==> src/design/rsdes_pkg.sv <==
// Shared types and constants for the RTCP SDES item parser.
// No dependencies; every other design file imports this package.
package rsdes_pkg;

    localparam int OFF_W = 18;

    localparam logic [7:0] SDES_TYPE_END = 8'h00;
    localparam logic [1:0] ALIGN_MASK    = 2'h3;

    // Status codes reported with packet_done
    localparam logic [1:0] ST_OK         = 2'd0;
    localparam logic [1:0] ST_SSRC_SHORT = 2'd1;
    localparam logic [1:0] ST_LEN_PAST   = 2'd2;
    localparam logic [1:0] ST_BUF_CUT    = 2'd3;

    typedef enum logic [6:0] {
        PH_HDR  = 7'b0000001,
        PH_SSRC = 7'b0000010,
        PH_TYPE = 7'b0000100,
        PH_LEN  = 7'b0001000,
        PH_DATA = 7'b0010000,
        PH_PAD  = 7'b0100000,
        PH_DONE = 7'b1000000
    } t_phase;

    typedef struct packed {
        logic [7:0] pkt_byte;
        logic       buffer_last;
    } t_in;

    typedef struct packed {
        logic [31:0] chunk_ssrc;
        logic [7:0]  item_type;
        logic [7:0]  item_length;
        logic [7:0]  data_byte;
        logic        byte_valid;
        logic        item_end;
        logic        packet_done;
        logic [1:0]  status;
    } t_out;

endpackage

==> src/design/rtcp_sdes_item_parser_core.sv <==
// Top level of the RTCP SDES item parser: input register, parse logic, result queue.
// Depends on rsdes_pkg, rsdes_parse and rsdes_skid.
//
//  channel  | valid        | ready        | payload
//  ---------+--------------+--------------+----------------------------
//  request  | i_req_valid  | o_req_ready  | i_req (t_in: byte, last)
//  result   | o_res_valid  | i_res_ready  | o_res (t_out)
//
// One byte per cycle while the result queue has room; results go out from the queue.
// Bytes that report nothing (header, SSRC, type, pad) leave no result behind.
// o_req_ready comes from registers only: it drops when the input stage holds a byte
// and the two-entry result queue is full.
// i_rst_n is synchronous and returns the parser to the packet header.
module rtcp_sdes_item_parser_core
    import rsdes_pkg::*;
(
    input  logic i_clk,
    input  logic i_rst_n,
    input  logic i_req_valid,
    output logic o_req_ready,
    input  t_in  i_req,
    output logic o_res_valid,
    input  logic i_res_ready,
    output t_out o_res
);

    logic r_in_valid;
    t_in  r_in;
    logic q_full;
    logic fire;
    logic emit;
    t_out res;

    assign fire        = r_in_valid && !q_full;
    assign o_req_ready = !r_in_valid || !q_full;

    always_ff @(posedge i_clk) begin
        if (!i_rst_n) begin
            r_in_valid <= 1'b0;
        end else if (i_req_valid && o_req_ready) begin
            r_in_valid <= 1'b1;
        end else if (fire) begin
            r_in_valid <= 1'b0;
        end
    end

    always_ff @(posedge i_clk) begin
        if (i_req_valid && o_req_ready) r_in <= i_req;
    end

    rsdes_parse u_parse (
        .i_clk   (i_clk),
        .i_rst_n (i_rst_n),
        .i_fire  (fire),
        .i_req   (r_in),
        .o_emit  (emit),
        .o_res   (res)
    );

    rsdes_skid u_skid (
        .i_clk   (i_clk),
        .i_rst_n (i_rst_n),
        .i_push  (fire && emit),
        .i_data  (res),
        .o_full  (q_full),
        .o_valid (o_res_valid),
        .i_ready (i_res_ready),
        .o_data  (o_res)
    );

endmodule

==> src/design/rsdes_parse.sv <==
// Parse state machine: walks header, chunk SSRCs, items and padding one byte per request.
// Depends on rsdes_pkg for the phase encoding, payload structs and status codes.
module rsdes_parse
    import rsdes_pkg::*;
(
    input  logic i_clk,
    input  logic i_rst_n,
    input  logic i_fire,
    input  t_in  i_req,
    output logic o_emit,
    output t_out o_res
);

    logic [OFF_W-1:0] r_off, n_off;
    logic [OFF_W-1:0] r_lim, n_lim;
    logic [4:0]       r_ctgt, n_ctgt;
    logic [4:0]       r_cseen, n_cseen;
    logic [31:0]      r_ssrc, n_ssrc;
    t_phase           r_phase, n_phase;
    logic [7:0]       r_type, n_type;
    logic [7:0]       r_len, n_len;
    logic [7:0]       r_rem, n_rem;

    logic [7:0]       b;
    logic             last;
    logic             at_end;
    logic             borrow;
    logic [OFF_W-1:0] diff;
    logic [7:0]       rem_inc;
    logic [4:0]       cseen_inc;
    logic [1:0]       pad_cnt;
    logic             fin;
    logic [1:0]       fin_st;
    logic             active;
    logic             emit;
    logic             bval;
    logic             iend;
    logic [7:0]       dbyte;

    assign b         = i_req.pkt_byte;
    assign last      = i_req.buffer_last;
    assign at_end    = (r_off == r_lim);
    assign {borrow, diff} = {1'b0, r_lim} - {1'b0, r_off};
    assign rem_inc   = r_rem + 8'd1;
    assign cseen_inc = r_cseen + 5'd1;
    assign pad_cnt   = 2'd3 - (r_off[1:0] & ALIGN_MASK);

    always_comb begin
        n_off   = r_off;
        n_lim   = r_lim;
        n_ctgt  = r_ctgt;
        n_cseen = r_cseen;
        n_ssrc  = r_ssrc;
        n_phase = r_phase;
        n_type  = r_type;
        n_len   = r_len;
        n_rem   = r_rem;
        fin     = 1'b0;
        fin_st  = ST_OK;
        active  = 1'b0;
        emit    = 1'b0;
        bval    = 1'b0;
        iend    = 1'b0;
        dbyte   = 8'd0;

        unique case (r_phase)
            PH_HDR: begin
                active = 1'b1;
                if (r_off == '0) n_ctgt = b[4:0];
                if (r_off == OFF_W'(2)) n_len = b;
                if (r_off >= OFF_W'(3)) begin
                    n_lim = {r_len, b, 2'b11};
                    n_len = 8'd0;
                    if (({r_len, b} == 16'd0) || last) begin
                        fin = 1'b1;
                    end else begin
                        n_phase = PH_SSRC;
                        n_rem   = 8'd0;
                    end
                end else if (last) begin
                    fin    = 1'b1;
                    fin_st = ST_SSRC_SHORT;
                end
            end
            PH_SSRC: begin
                active = 1'b1;
                // too few packet bytes left for a whole SSRC
                if ((r_rem == 8'd0) && !borrow && (diff < OFF_W'(3))) begin
                    fin    = 1'b1;
                    fin_st = ST_SSRC_SHORT;
                end else begin
                    n_ssrc = {r_ssrc[23:0], b};
                    n_rem  = rem_inc;
                    if (rem_inc >= 8'd4) begin
                        n_rem   = 8'd0;
                        n_phase = PH_TYPE;
                        if (at_end || last) fin = 1'b1;
                    end else if (last) begin
                        fin    = 1'b1;
                        fin_st = ST_SSRC_SHORT;
                    end
                end
            end
            PH_TYPE: begin
                active = 1'b1;
                n_type = b;
                if (at_end || last) begin
                    fin = 1'b1;
                end else if (b == SDES_TYPE_END) begin
                    n_len   = 8'd0;
                    n_cseen = cseen_inc;
                    if (cseen_inc >= r_ctgt) begin
                        fin = 1'b1;
                    end else begin
                        n_rem   = {6'd0, pad_cnt};
                        n_phase = (pad_cnt == 2'd0) ? PH_SSRC : PH_PAD;
                    end
                end else begin
                    n_phase = PH_LEN;
                end
            end
            PH_LEN: begin
                active = 1'b1;
                n_len  = b;
                if (!borrow && ({{(OFF_W-8){1'b0}}, b} > diff)) begin
                    fin    = 1'b1;
                    fin_st = ST_LEN_PAST;
                end else if (b == 8'd0) begin
                    emit    = 1'b1;
                    iend    = 1'b1;
                    n_phase = PH_TYPE;
                    if (at_end || last) fin = 1'b1;
                end else begin
                    n_rem   = b;
                    n_phase = PH_DATA;
                    if (last) begin
                        fin    = 1'b1;
                        fin_st = ST_BUF_CUT;
                    end
                end
            end
            PH_DATA: begin
                active = 1'b1;
                emit   = 1'b1;
                bval   = 1'b1;
                dbyte  = b;
                n_rem  = r_rem - 8'd1;
                if (r_rem == 8'd1) begin
                    iend    = 1'b1;
                    n_phase = PH_TYPE;
                    if (at_end || last) fin = 1'b1;
                end else if (last) begin
                    fin    = 1'b1;
                    fin_st = ST_BUF_CUT;
                end
            end
            PH_PAD: begin
                active = 1'b1;
                n_rem  = r_rem - 8'd1;
                if (at_end || last) begin
                    fin = 1'b1;
                end else if (r_rem == 8'd1) begin
                    n_phase = PH_SSRC;
                end
            end
            default: begin
                // done: drop bytes until the buffer end
            end
        endcase

        if (fin) begin
            emit    = 1'b1;
            n_phase = PH_DONE;
        end
        if (active) n_off = r_off + OFF_W'(1);

        o_emit            = emit;
        o_res.chunk_ssrc  = n_ssrc;
        o_res.item_type   = n_type;
        o_res.item_length = n_len;
        o_res.data_byte   = dbyte;
        o_res.byte_valid  = bval;
        o_res.item_end    = iend;
        o_res.packet_done = fin;
        o_res.status      = fin_st;

        // buffer end: next byte opens a fresh packet
        if (last) begin
            n_off   = '0;
            n_lim   = '0;
            n_ctgt  = 5'd0;
            n_cseen = 5'd0;
            n_ssrc  = 32'd0;
            n_phase = PH_HDR;
            n_type  = 8'd0;
            n_len   = 8'd0;
            n_rem   = 8'd0;
        end
    end

    always_ff @(posedge i_clk) begin
        if (!i_rst_n) begin
            r_off   <= '0;
            r_lim   <= '0;
            r_ctgt  <= 5'd0;
            r_cseen <= 5'd0;
            r_ssrc  <= 32'd0;
            r_phase <= PH_HDR;
            r_type  <= 8'd0;
            r_len   <= 8'd0;
            r_rem   <= 8'd0;
        end else if (i_fire) begin
            r_off   <= n_off;
            r_lim   <= n_lim;
            r_ctgt  <= n_ctgt;
            r_cseen <= n_cseen;
            r_ssrc  <= n_ssrc;
            r_phase <= n_phase;
            r_type  <= n_type;
            r_len   <= n_len;
            r_rem   <= n_rem;
        end
    end

endmodule

==> src/design/rsdes_skid.sv <==
// Two-entry result queue: output register plus skid slot.
// Depends on rsdes_pkg for the result struct.
module rsdes_skid
    import rsdes_pkg::*;
(
    input  logic i_clk,
    input  logic i_rst_n,
    input  logic i_push,
    input  t_out i_data,
    output logic o_full,
    output logic o_valid,
    input  logic i_ready,
    output t_out o_data
);

    logic [1:0] r_cnt, n_cnt;
    t_out       r_head, r_tail;
    logic       pop;

    assign pop     = o_valid && i_ready;
    assign o_valid = (r_cnt != 2'd0);
    assign o_full  = (r_cnt == 2'd2);
    assign o_data  = r_head;

    always_comb begin
        n_cnt = r_cnt;
        if (i_push && !pop) n_cnt = r_cnt + 2'd1;
        else if (!i_push && pop) n_cnt = r_cnt - 2'd1;
    end

    always_ff @(posedge i_clk) begin
        if (!i_rst_n) begin
            r_cnt <= 2'd0;
        end else begin
            r_cnt <= n_cnt;
        end
    end

    // payload slots: no reset
    always_ff @(posedge i_clk) begin
        if (i_push && pop) begin
            if (r_cnt == 2'd1) begin
                r_head <= i_data;
            end else begin
                r_head <= r_tail;
                r_tail <= i_data;
            end
        end else if (i_push) begin
            if (r_cnt == 2'd0) r_head <= i_data;
            else r_tail <= i_data;
        end else if (pop) begin
            r_head <= r_tail;
        end
    end

endmodule
==> config.mk <==
export PLATFORM = sky130hd
export DESIGN_NAME = rtcp_sdes_item_parser_core
export DESIGN_NICKNAME = d
export VERILOG_FILES = /design/src/design/rsdes_pkg.sv /design/src/design/rtcp_sdes_item_parser_core.sv /design/src/design/rsdes_parse.sv /design/src/design/rsdes_skid.sv
export SDC_FILE = /design/constraint.sdc
export NUM_CORES = 1
export LEC_CHECK = 0
export ABC_AREA = 1
export BUFFER_PORTS_ARGS = -buffer_cell sky130_fd_sc_hd__buf_2
export CAP_MARGIN = 20
export CORE_MARGIN = 3
export CORE_UTILIZATION = 55
export CTS_BUF_LIST = sky130_fd_sc_hd__clkbuf_16
export CTS_CLUSTER_SIZE = 10
export DETAILED_ROUTE_END_ITERATION = 7
export HOLD_SLACK_MARGIN = 0.06
export PLACE_DENSITY = 0.72
export SLEW_MARGIN = 40
export SYNTH_ARGS = -nofsm -noshare
export SYNTH_HDL_FRONTEND = slang
export SYNTH_SLANG_ARGS = --single-unit
==> constraint.sdc <==
create_clock -name i_clk -period 22.4 [get_ports i_clk]
set_input_delay 5.6 -clock i_clk [delete_from_list [all_inputs] [get_ports i_clk]]
set_output_delay 5.6 -clock i_clk [all_outputs]
set_load 0.005 [all_outputs]
# Yosys cells after proc, flatten, opt, wreduce, memory -nomap -nowiden
# Index checks and enable logic that the tools add are counted.
# Widths: inputs -> output; s select.
dict set report word_totals {
  reg_bits 243
  latchBits 0
  mem_bits_rw 0
  rom_bits 0
  input_bits 13
  out_inout_bits 63
  wordCells 216
  memories 0
}
dict set report op_classes {
  add_sub_neg 8
  n_mul 0
  n_div 0
  n_lt_le_gt_ge 5
  n_eq_ne 33
  n_shift 0
  muxes 94
  n_bitwise 0
  n_reduce_logical 47
}
# cell count
set op_table {}
lappend op_table {{$mux 61} 9}
lappend op_table {{$mux 8} 18}
lappend op_table {{$mux 32} 3}
lappend op_table {{$mux 7} 13}
lappend op_table {{$mux 18} 5}
lappend op_table {{$pmux 7 s6} 1}
lappend op_table {{$mux 5} 8}
lappend op_table {{$pmux 8 s5} 1}
lappend op_table {{$pmux 8 s3} 1}
lappend op_table {{$mux 1} 21}
lappend op_table {{$ne 3x3->1 const B} 7}
lappend op_table {{$ne 4x3->1 const B} 5}
lappend op_table {{$reduce_bool 2->1} 10}
lappend op_table {{$sub 18x18->19} 1}
lappend op_table {{$add 18x1->18 const B} 1}
lappend op_table {{$eq 18x18->1} 1}
lappend op_table {{$eq 18x2->1 const B} 1}
lappend op_table {{$ge 18x2->1 const B} 1}
lappend op_table {{$gt 8x18->1} 1}
lappend op_table {{$logic_not 18->1} 1}
lappend op_table {{$lt 18x2->1 const B} 1}
lappend op_table {{$mux 2} 9}
lappend op_table {{$logic_not 16->1} 1}
lappend op_table {{$logic_not 8->1} 2}
lappend op_table {{40 further kinds} 65}

# Longest topological paths before layout
# Gate-level depths: netlist (run 1).
dict set report logic_depth {
  depth_word 12
  depth_mapped 31
  depth_no_buf 31
}

# Modules after synthesis
# A second synthesis (run 1) with hierarchy kept.
dict set report hier_totals {
  cells_unflattened 1585
  area_unflattened_um2 13325.3
}
# module instances cells_each area_each_um2 seq_area_each_um2
set by_module_without_submodules {}
lappend by_module_without_submodules {rsdes_parse 1 1208 7533.5 2162.1}
lappend by_module_without_submodules {rsdes_skid 1 358 5456.5 3703.6}
lappend by_module_without_submodules {rtcp_sdes_item_parser_core 1 19 335.3 290.3}

# Worst setup path after synthesis (run 1)
# No wires, ideal clock.
dict set report synth_timing {
  path_kind {input port to flip-flop}
  start {in i_res_ready}
  end {reg u_skid.r_head, in the netlist u_skid.o_data[0] (enable)}
  setup_time_ns 1.009
  arrival_time_ns 7.511
  required_time_ns 21.391
  path_slack_ns 13.880
  stages 2
  path_buffers 0
  cell_sequence {nand2_1 -> o21ai_0}
}
dict set report synth_via {
  elab_chain_cells 4
  word_cells_on_any_way 5
  cone_classes {eq/ne (1); reduce/logical (4)}
}
# item line_no
set synth_rtl {}
lappend synth_rtl {{start, declared} rtcp_sdes_item_parser_core.sv:23} ;# input logic i_res_ready,
lappend synth_rtl {{$logic_and 1x1->1 (*)} rsdes_skid.sv:20} ;# assign pop = o_valid && i_ready;
lappend synth_rtl {{$logic_and 1x1->1} rsdes_skid.sv:41} ;# if (i_push && pop) begin
lappend synth_rtl {{$ne 3x3->1 (no line) or $reduce_bool 3->1 (tied branches)} -}
lappend synth_rtl {{$reduce_and 2->1 (no line) (*)} -}
lappend synth_rtl {{end signal, assigned} rsdes_skid.sv:43} ;# r_head <= i_data;
lappend synth_rtl {{end signal, assigned} rsdes_skid.sv:45} ;# r_head <= r_tail;
lappend synth_rtl {{end signal, assigned} rsdes_skid.sv:49} ;# if (r_cnt == 2'd0) r_head <= i_data;
lappend synth_rtl {{end, declared} rsdes_skid.sv:17} ;# t_out r_head, r_tail;
# Mark *: on every way between the ends. The rest lies on a longest branch, timed or not.
# A chain may end at the register's enable or synchronous reset.

# Worst setup path after layout (run 1)
dict set report layout_timing {
  start {in i_res_ready}
  end {reg u_skid.r_head, in the netlist u_skid.o_data[7] (data pin)}
}
dict set report layout_via {
  elab_chain_cells 3
}
# item line_no
set layout_rtl {}
lappend layout_rtl {{$logic_and 1x1->1} rsdes_skid.sv:20}
lappend layout_rtl {{$logic_and 1x1->1} rsdes_skid.sv:41}
lappend layout_rtl {{$mux 61} rsdes_skid.sv:41}
# Every way passes these cells.

==> results of run 1 <==
## critical path: cells and delay by family
kind / cells / cell delay [ns]
adder cells (fa/ha/maj): 1 / 0.23
buffers and inverters: 4 / 0.81
AO/OA/AOI/OAI: 3 / 0.55
AND/OR/NAND/NOR: 2 / 0.54
## power by group through the flow
stage                     clock network, mW  logic, mW  registers [mW]
after floorplan                           0      0.166           0.527
after global placement                    0      0.231           0.528
after detailed placement                  0      0.237           0.528
after CTS                             0.412      0.238           0.519
after global routing                  0.434      0.267           0.521
final                                 0.407      0.239           0.519
## logic make-up (layout without fill, tap and decap cells)
family | Yosys count | in the layout | share of synthesized area (%)
AOI/OAI and AO/OA | 353 | 353 | 13.9
xor gates and xnor gates | 12 | 12 | 0.786
adders and majority gates | 44 | 44 | 3.90
buffers and inverters | 383 | 436 | 10.8
DFF | 242 | 242 | 43.0
and+or+nand+nor | 882 | 882 | 27.6
## sequential cells by signal (all words and copies together) (netlist names)
name and cells:
u_parse.r_phase 7, r_in 9, u_parse.r_len 8, u_skid.o_data 61
u_parse.r_type 8, u_skid.r_tail 61, u_parse.r_lim 17, u_parse.r_off 18
r_in_valid 1, u_parse.r_ssrc 32, u_parse.r_cseen 5, u_parse.r_rem 8
u_skid.r_cnt 2, u_parse.r_ctgt 5
## metrics by stage
step | power (mW) | utilization, % | area, sq um | cells | worst slack [ns]
final | 1.17 | 61.7 | 15700 | 2299 | 15.04
after global routing | 1.22 | 61.7 | 15700 | 2299 | 14.92
after CTS | 1.17 | 61.6 | 15600 | 2299 | 15.07
after detailed placement | 0.765 | 58.4 | 14800 | 2247 | 14.53
after global placement | 0.759 | 58.3 | 14800 | 2247 | 14.35
after floorplan | 0.693 | - | 14300 | 1916 | 13.88
## cells in the mapped netlist, types with 8 or more instances
library cell,n
a32oi_1,10
ha_1,43
inv_1,259
buf_4,10
a21oi_1,172
inv_2,36
nor2_1,114
o21ai_0,76
nand3_1,224
clkbuf_1,50
o21ai_1,38
buf_2,12
nor3_1,17
nand2_1,443
o21ai_2,27
nand4_1,23
edfxtp_1,131
o32ai_1,9
or2_2,8
dfxtp_1,111
## layout make-up
cell class	count	share of cell area [%]
Inverter	297	7.14
Tap cell	330	2.64
Clock inverter	23	0.607
Timing Repair Buffer	87	3.04
Sequential cell	242	39.3
Multi-Input combinational cell	1291	42.6
Clock buffer	29	4.63
## worst min-delay path by stage
stage / from / to / slack, ns / cells past startpoint
2_1_floorplan: u_parse.r_ctgt[2] / u_parse.r_ctgt[2] / 0.44 / 2
3_3_place_gp: u_parse.r_type[5] / u_parse.r_type[5] / 0.45 / 2
3_5_place_dp: u_parse.r_type[0] / u_parse.r_type[0] / 0.45 / 2
4_1_cts: u_parse.r_type[0] / u_parse.r_type[0] / 0.46 / 2
5_1_grt: u_parse.r_ssrc[25] / u_parse.r_ssrc[25] / 0.48 / 2
6_report: u_parse.r_type[0] / u_parse.r_type[0] / 0.46 / 2
## per-layer routing
layer / share of wire, % / vias up
li1: - / 6422
met1: 43 / 6074
met2: 47 / 484
met3: 7.1 / 87
met4: 3.3 / 0
met5: 0 / -
==> flow_summary_export.csv, run 1 <==
group,metric,value,unit
status,status,"complete, no violations",
floorplanning,ios,76,
synthesis,synth_area_leaders,"edfxtp_1 27%, dfxtp_1 16%, nand2_1 12%, nand3_1 7.8%, inv_1 6.8%",
synthesis,synthesis.nets,1973,
layout,n_fill_cell,2325,
clock_network,tritoncts,"done",
power_and_ir_drop,p_int,0.803,mW
critical_path,path_common_cell,"nand2_1",
floorplanning,die_y,167,microns
run,max_cap_viol_count,0,
power_and_ir_drop,power_density,74.4,mW/mm^2
sta,fmax,136,MHz
floorplanning,die_x,167,microns
routing,firstDrtPassIters,5,
floorplanning,start_util,56.4,%
place,routabilityCongestion,0.937,
layout,seq_area,0.00616,sq mm
sta,clock_skew,0.0131,ns
critical_path,critPathMaxFanout,106,
layout,multi_input_area,0.00667,sq mm
critical_path,end_kind,"flip-flop",
global_routing,grt_pass1_vias,12400,
hold_path,hold_class,"reg2reg",
critical_path,r2r_end,"u_skid.o_data[7]",
sta,worst_pin_slew,0.837,ns
synthesis,yosysSeqAreaShare,43.0,%
power_and_ir_drop,power_switching_share,31.1,%
critical_path,critPathLaunch,"i_res_ready",
layout,fin_nets,2005,
synthesis,synth-edff-count,131,
clock_network,clk_pin_slew,0.06,ns
clock_network,cts-root-buf,"clkbuf_16",
clock_network,clk_latency,0.53,ns
routing,viasPerCell,5.68,
clock_network,cts.htree.levels,1,
clock_network,cts_setup_buffers,0,
layout,num_antenna_cells,0,
floorplanning,num_rows,58,
global_routing,overflow,0,
global_routing,use_met3,3.31,%
routing,num_vias,13100,
floorplanning,core-area,0.0254,sq mm
layout,layout_common_cells,"443 x nand2_1, 277 x inv_1, 223 x nand3_1",
global_routing,met1_usage,36.7,%
routing,ant_nets,0,
critical_path,critPathKind,"in2reg",
clock_network,ctsResizeCount,0,
floorplanning,die_area,0.0280,sq mm
power_and_ir_drop,p_leak,7.27,nW
synthesis,synth_flop_cell,"edfxtp_1",
critical_path,cp_slowest_cell,"buf_6",
synthesis,synth_warnings,0,
global_routing,antenna_found_initial,0,
synthesis,synth_cell_types,54,
routing,drtIter0Drc,1359,
global_routing,grt_pass1_wl,63.6,mm
clock_network,cts_buffer_depth,3,
sta,drv_slew,0,
critical_path,crit_path_start_kind,"primary input",
critical_path,ff2ff_path_depth,30,
power_and_ir_drop,ir_drop,0.0582,mV
global_routing,grt_max_degree,107,
sta,hold_ws,0.461,ns
clock_network,cts-hold-fix-buffers,0,
sta,setup_viol,0,
power_and_ir_drop,power_frac_seq,44.5,%
power_and_ir_drop,p_sw,0.362,mW
sta,hold_viol,0,
power_and_ir_drop,power_frac_comb,20.5,%
clock_network,numClockSinks,242,
sta,rsz0062_at_grt,"no",
clock_network,cts_buffers,29,
sta,period_needed,7.36,ns
sta,finalCritPeriodShare,32.9,%
synthesis,yosysTopAreaCellShare,27.5,%
synthesis,syn_inst,1916,
global_routing,grt_use_total,27.4,%
sta,finalSetupTns,0,ns
layout,syn2layout_area_growth,9.30,%
power_and_ir_drop,clkPwrFrac,34.9,%
critical_path,r2r-start,"u_parse.r_off[0]",
synthesis,async_flop_share,0,%
sta,maxSlewHeadroom,43.8,%
critical_path,reg2reg_setup_slack,16.30,ns
routing,wire_per_inst,17.0,microns
critical_path,critPathCapture,"u_skid.o_data[7]",
global_routing,met2_usage,45.9,%
place,portBuffers,75,
critical_path,crit_path_max_incr_delay,0.58,ns
critical_path,crit_path_cell_trace,"buf_2 -> nand2_1 -> inv_1 -> ha_1 -> inv_2 -> buf_6 -> nand2_1 -> o32ai_1 -> a21oi_1 -> o21ai_1",
critical_path,critical_path_required,22.78,ns
synthesis,syn-cell-area,0.0143,sq mm
synthesis,avgSynthCellArea,7.48,sq um
layout,mostFrequentLayoutCell,"nand2_1",
layout,drive_above_1_share,12.0,%
global_routing,top_usage_layer,"met2",
synthesis,ys_ff_latch,242,
synthesis,yosysTopAreaCell,"edfxtp_1",
routing,wirelength,39.2,mm
routing,drc,0,
critical_path,critPathArrivalTime,7.74,ns
place,dp_hpwl,26.0,mm
(Power assumes the default switching activity.)
==> run 2, diff against run 1 <==
==> constraint.sdc (replaced) <==
create_clock -name i_clk -period 7.7 [get_ports i_clk]
set_input_delay 1.925 -clock i_clk [delete_from_list [all_inputs] [get_ports i_clk]]
set_output_delay 1.925 -clock i_clk [all_outputs]
set_load 0.005 [all_outputs]
==> run 2 against run 1 <==
Global-route usage down 0.083 points. Die area is the same. Largest power group unchanged. Final cell count stayed put. Via count decreased by 0.36%.
==> flow_summary_export.csv, run 2 (synthesized netlist as in run 1, its figures left out) <==
group,metric,value,unit
status,status,"complete, no violations",
critical_path,critPathCapture,"u_skid.o_data[9]",
floorplanning,num_rows,58,
sta,setup_viol,0,
critical_path,critPathMaxFanout,106,
layout,n_fill_cell,2342,
routing,ant_nets,0,
routing,num_vias,13000,
routing,drtIter0Drc,1327,
routing,viasPerCell,5.66,
power_and_ir_drop,ir_drop,0.167,mV
sta,clock_skew,0.0181,ns
clock_network,cts-root-buf,"clkbuf_16",
layout,num_antenna_cells,0,
place,portBuffers,75,
critical_path,critPathLaunch,"u_parse.r_off[0]",
sta,hold_viol,0,
layout,drive_above_1_share,11.9,%
place,dp_hpwl,26.6,mm
sta,maxSlewHeadroom,43.4,%
power_and_ir_drop,p_leak,7.27,nW
sta,finalSetupTns,0,ns
floorplanning,die_y,167,microns
critical_path,crit_path_start_kind,"flip-flop",
clock_network,cts_buffer_depth,3,
sta,worst_pin_slew,0.849,ns
clock_network,tritoncts,"done",
critical_path,reg2reg_setup_slack,1.62,ns
clock_network,cts-hold-fix-buffers,0,
critical_path,r2r-start,"u_parse.r_off[0]",
clock_network,cts.htree.levels,1,
global_routing,grt_pass1_vias,12100,
critical_path,crit_path_max_incr_delay,0.55,ns
layout,fin_nets,2004,
clock_network,clk_latency,0.56,ns
run,max_cap_viol_count,0,
critical_path,cp_slowest_cell,"buf_6",
critical_path,ff2ff_path_depth,30,
critical_path,critPathKind,"reg2reg",
power_and_ir_drop,total_power,3.39,mW
routing,drc,0,
floorplanning,die_x,167,microns
global_routing,overflow,0,
sta,fmax,164,MHz
clock_network,clk_pin_slew,0.06,ns
clock_network,cts_setup_buffers,0,
critical_path,path_common_cell,"nand2_1",
critical_path,cp_top_family,"simple AND/OR/NAND/NOR gates",
clock_network,cts_buffers,28,
clock_network,ctsResizeCount,0,
routing,wirelength,39.5,mm
layout,syn2layout_area_growth,9.28,%
critical_path,critical_path_depth,30,
critical_path,end_kind,"flip-flop",
floorplanning,ios,76,
power_and_ir_drop,power_density,216,mW/mm^2
layout,layout_common_cells,"443 x nand2_1, 278 x inv_1, 223 x nand3_1",
global_routing,grt_max_degree,107,
floorplanning,core-area,0.0254,sq mm
hold_path,hold_class,"reg2reg",
critical_path,critPathArrivalTime,6.49,ns
critical_path,cp_num_buf_inv,5,
routing,firstDrtPassIters,5,
global_routing,grt_use_total,27.3,%
sta,drv_slew,0,
place,routabilityCongestion,0.951,
global_routing,antenna_found_initial,0,
critical_path,critical_path_required,8.10,ns
floorplanning,start_util,56.4,%
layout,mostFrequentLayoutCell,"nand2_1",
sta,period_needed,6.08,ns
routing,wire_per_inst,17.2,microns
floorplanning,die_area,0.0280,sq mm
sta,finalCritPeriodShare,79.0,%
clock_network,numClockSinks,242,
global_routing,grt_pass1_wl,62.9,mm
critical_path,r2r_end,"u_skid.o_data[9]",
sta,rsz0062_at_grt,"no",
## run 2: worst min path at each step
stage | end | depth (start not counted) | startpoint
5_1_grt | u_parse.r_ssrc[30] | 2 | u_parse.r_ssrc[30]
4_1_cts | u_parse.r_ssrc[30] | 2 | u_parse.r_ssrc[30]
2_1_floorplan | u_parse.r_ctgt[2] | 2 | u_parse.r_ctgt[2]
6_report | u_parse.r_ssrc[30] | 2 | u_parse.r_ssrc[30]
3_3_place_gp | u_parse.r_type[7] | 2 | u_parse.r_type[7]
3_5_place_dp | u_parse.r_ssrc[27] | 2 | u_parse.r_ssrc[27]
## run 2: report_power, final
part | leakage (nW) | internal (mW) | total [mW] | switching (mW)
Sequential | 2.13 | 1.46 | 1.50 | 0.0420
Clock | 0.471 | 0.654 | 1.18 | 0.523
Combinational | 4.67 | 0.201 | 0.708 | 0.507
Total | 7.27 | 2.32 | 3.39 | 1.07
## run 2: tightest hold or removal path, cell delays in order (launching register included)
cell,delay [ns]
dfxtp_1,0.30
nand2_1,0.06
a21oi_1,0.05
## run 2: final cells by class
| type | count | area (sq um) | share of cell area, % |
|---|---|---|---|
| clock buffers | 28 | 701 | 4.48 |
| clock inverters | 24 | 116 | 0.743 |
| inverters | 297 | 1120 | 7.14 |
| multi-input cells | 1291 | 6680 | 42.6 |
| flip-flops and latches | 242 | 6160 | 39.3 |
| well taps | 330 | 413 | 2.64 |
| repair buffers | 87 | 477 | 3.04 |
## run 2: routing by layer
metal	up-vias	GRT usage, %	routed length (microns)
met3	95	3.87	2390
met1	6042	35.7	16800
li1	6418	-	-
met2	465	46.3	18800
met4	0	9.93	1460
met5	-	0	0
## run 2: metrics by stage
step	cell area, sq um	util (%)	cells	hold slack [ns]	setup WS (ns)
floorplan	14300	-	1916	0.435	1.55
global placement	14800	58.3	2247	0.448	1.73
detailed placement	14800	58.3	2247	0.457	1.76
CTS	15600	61.6	2299	0.465	1.71
global route	15700	61.6	2299	0.482	1.18
finish	15700	61.6	2299	0.465	1.62
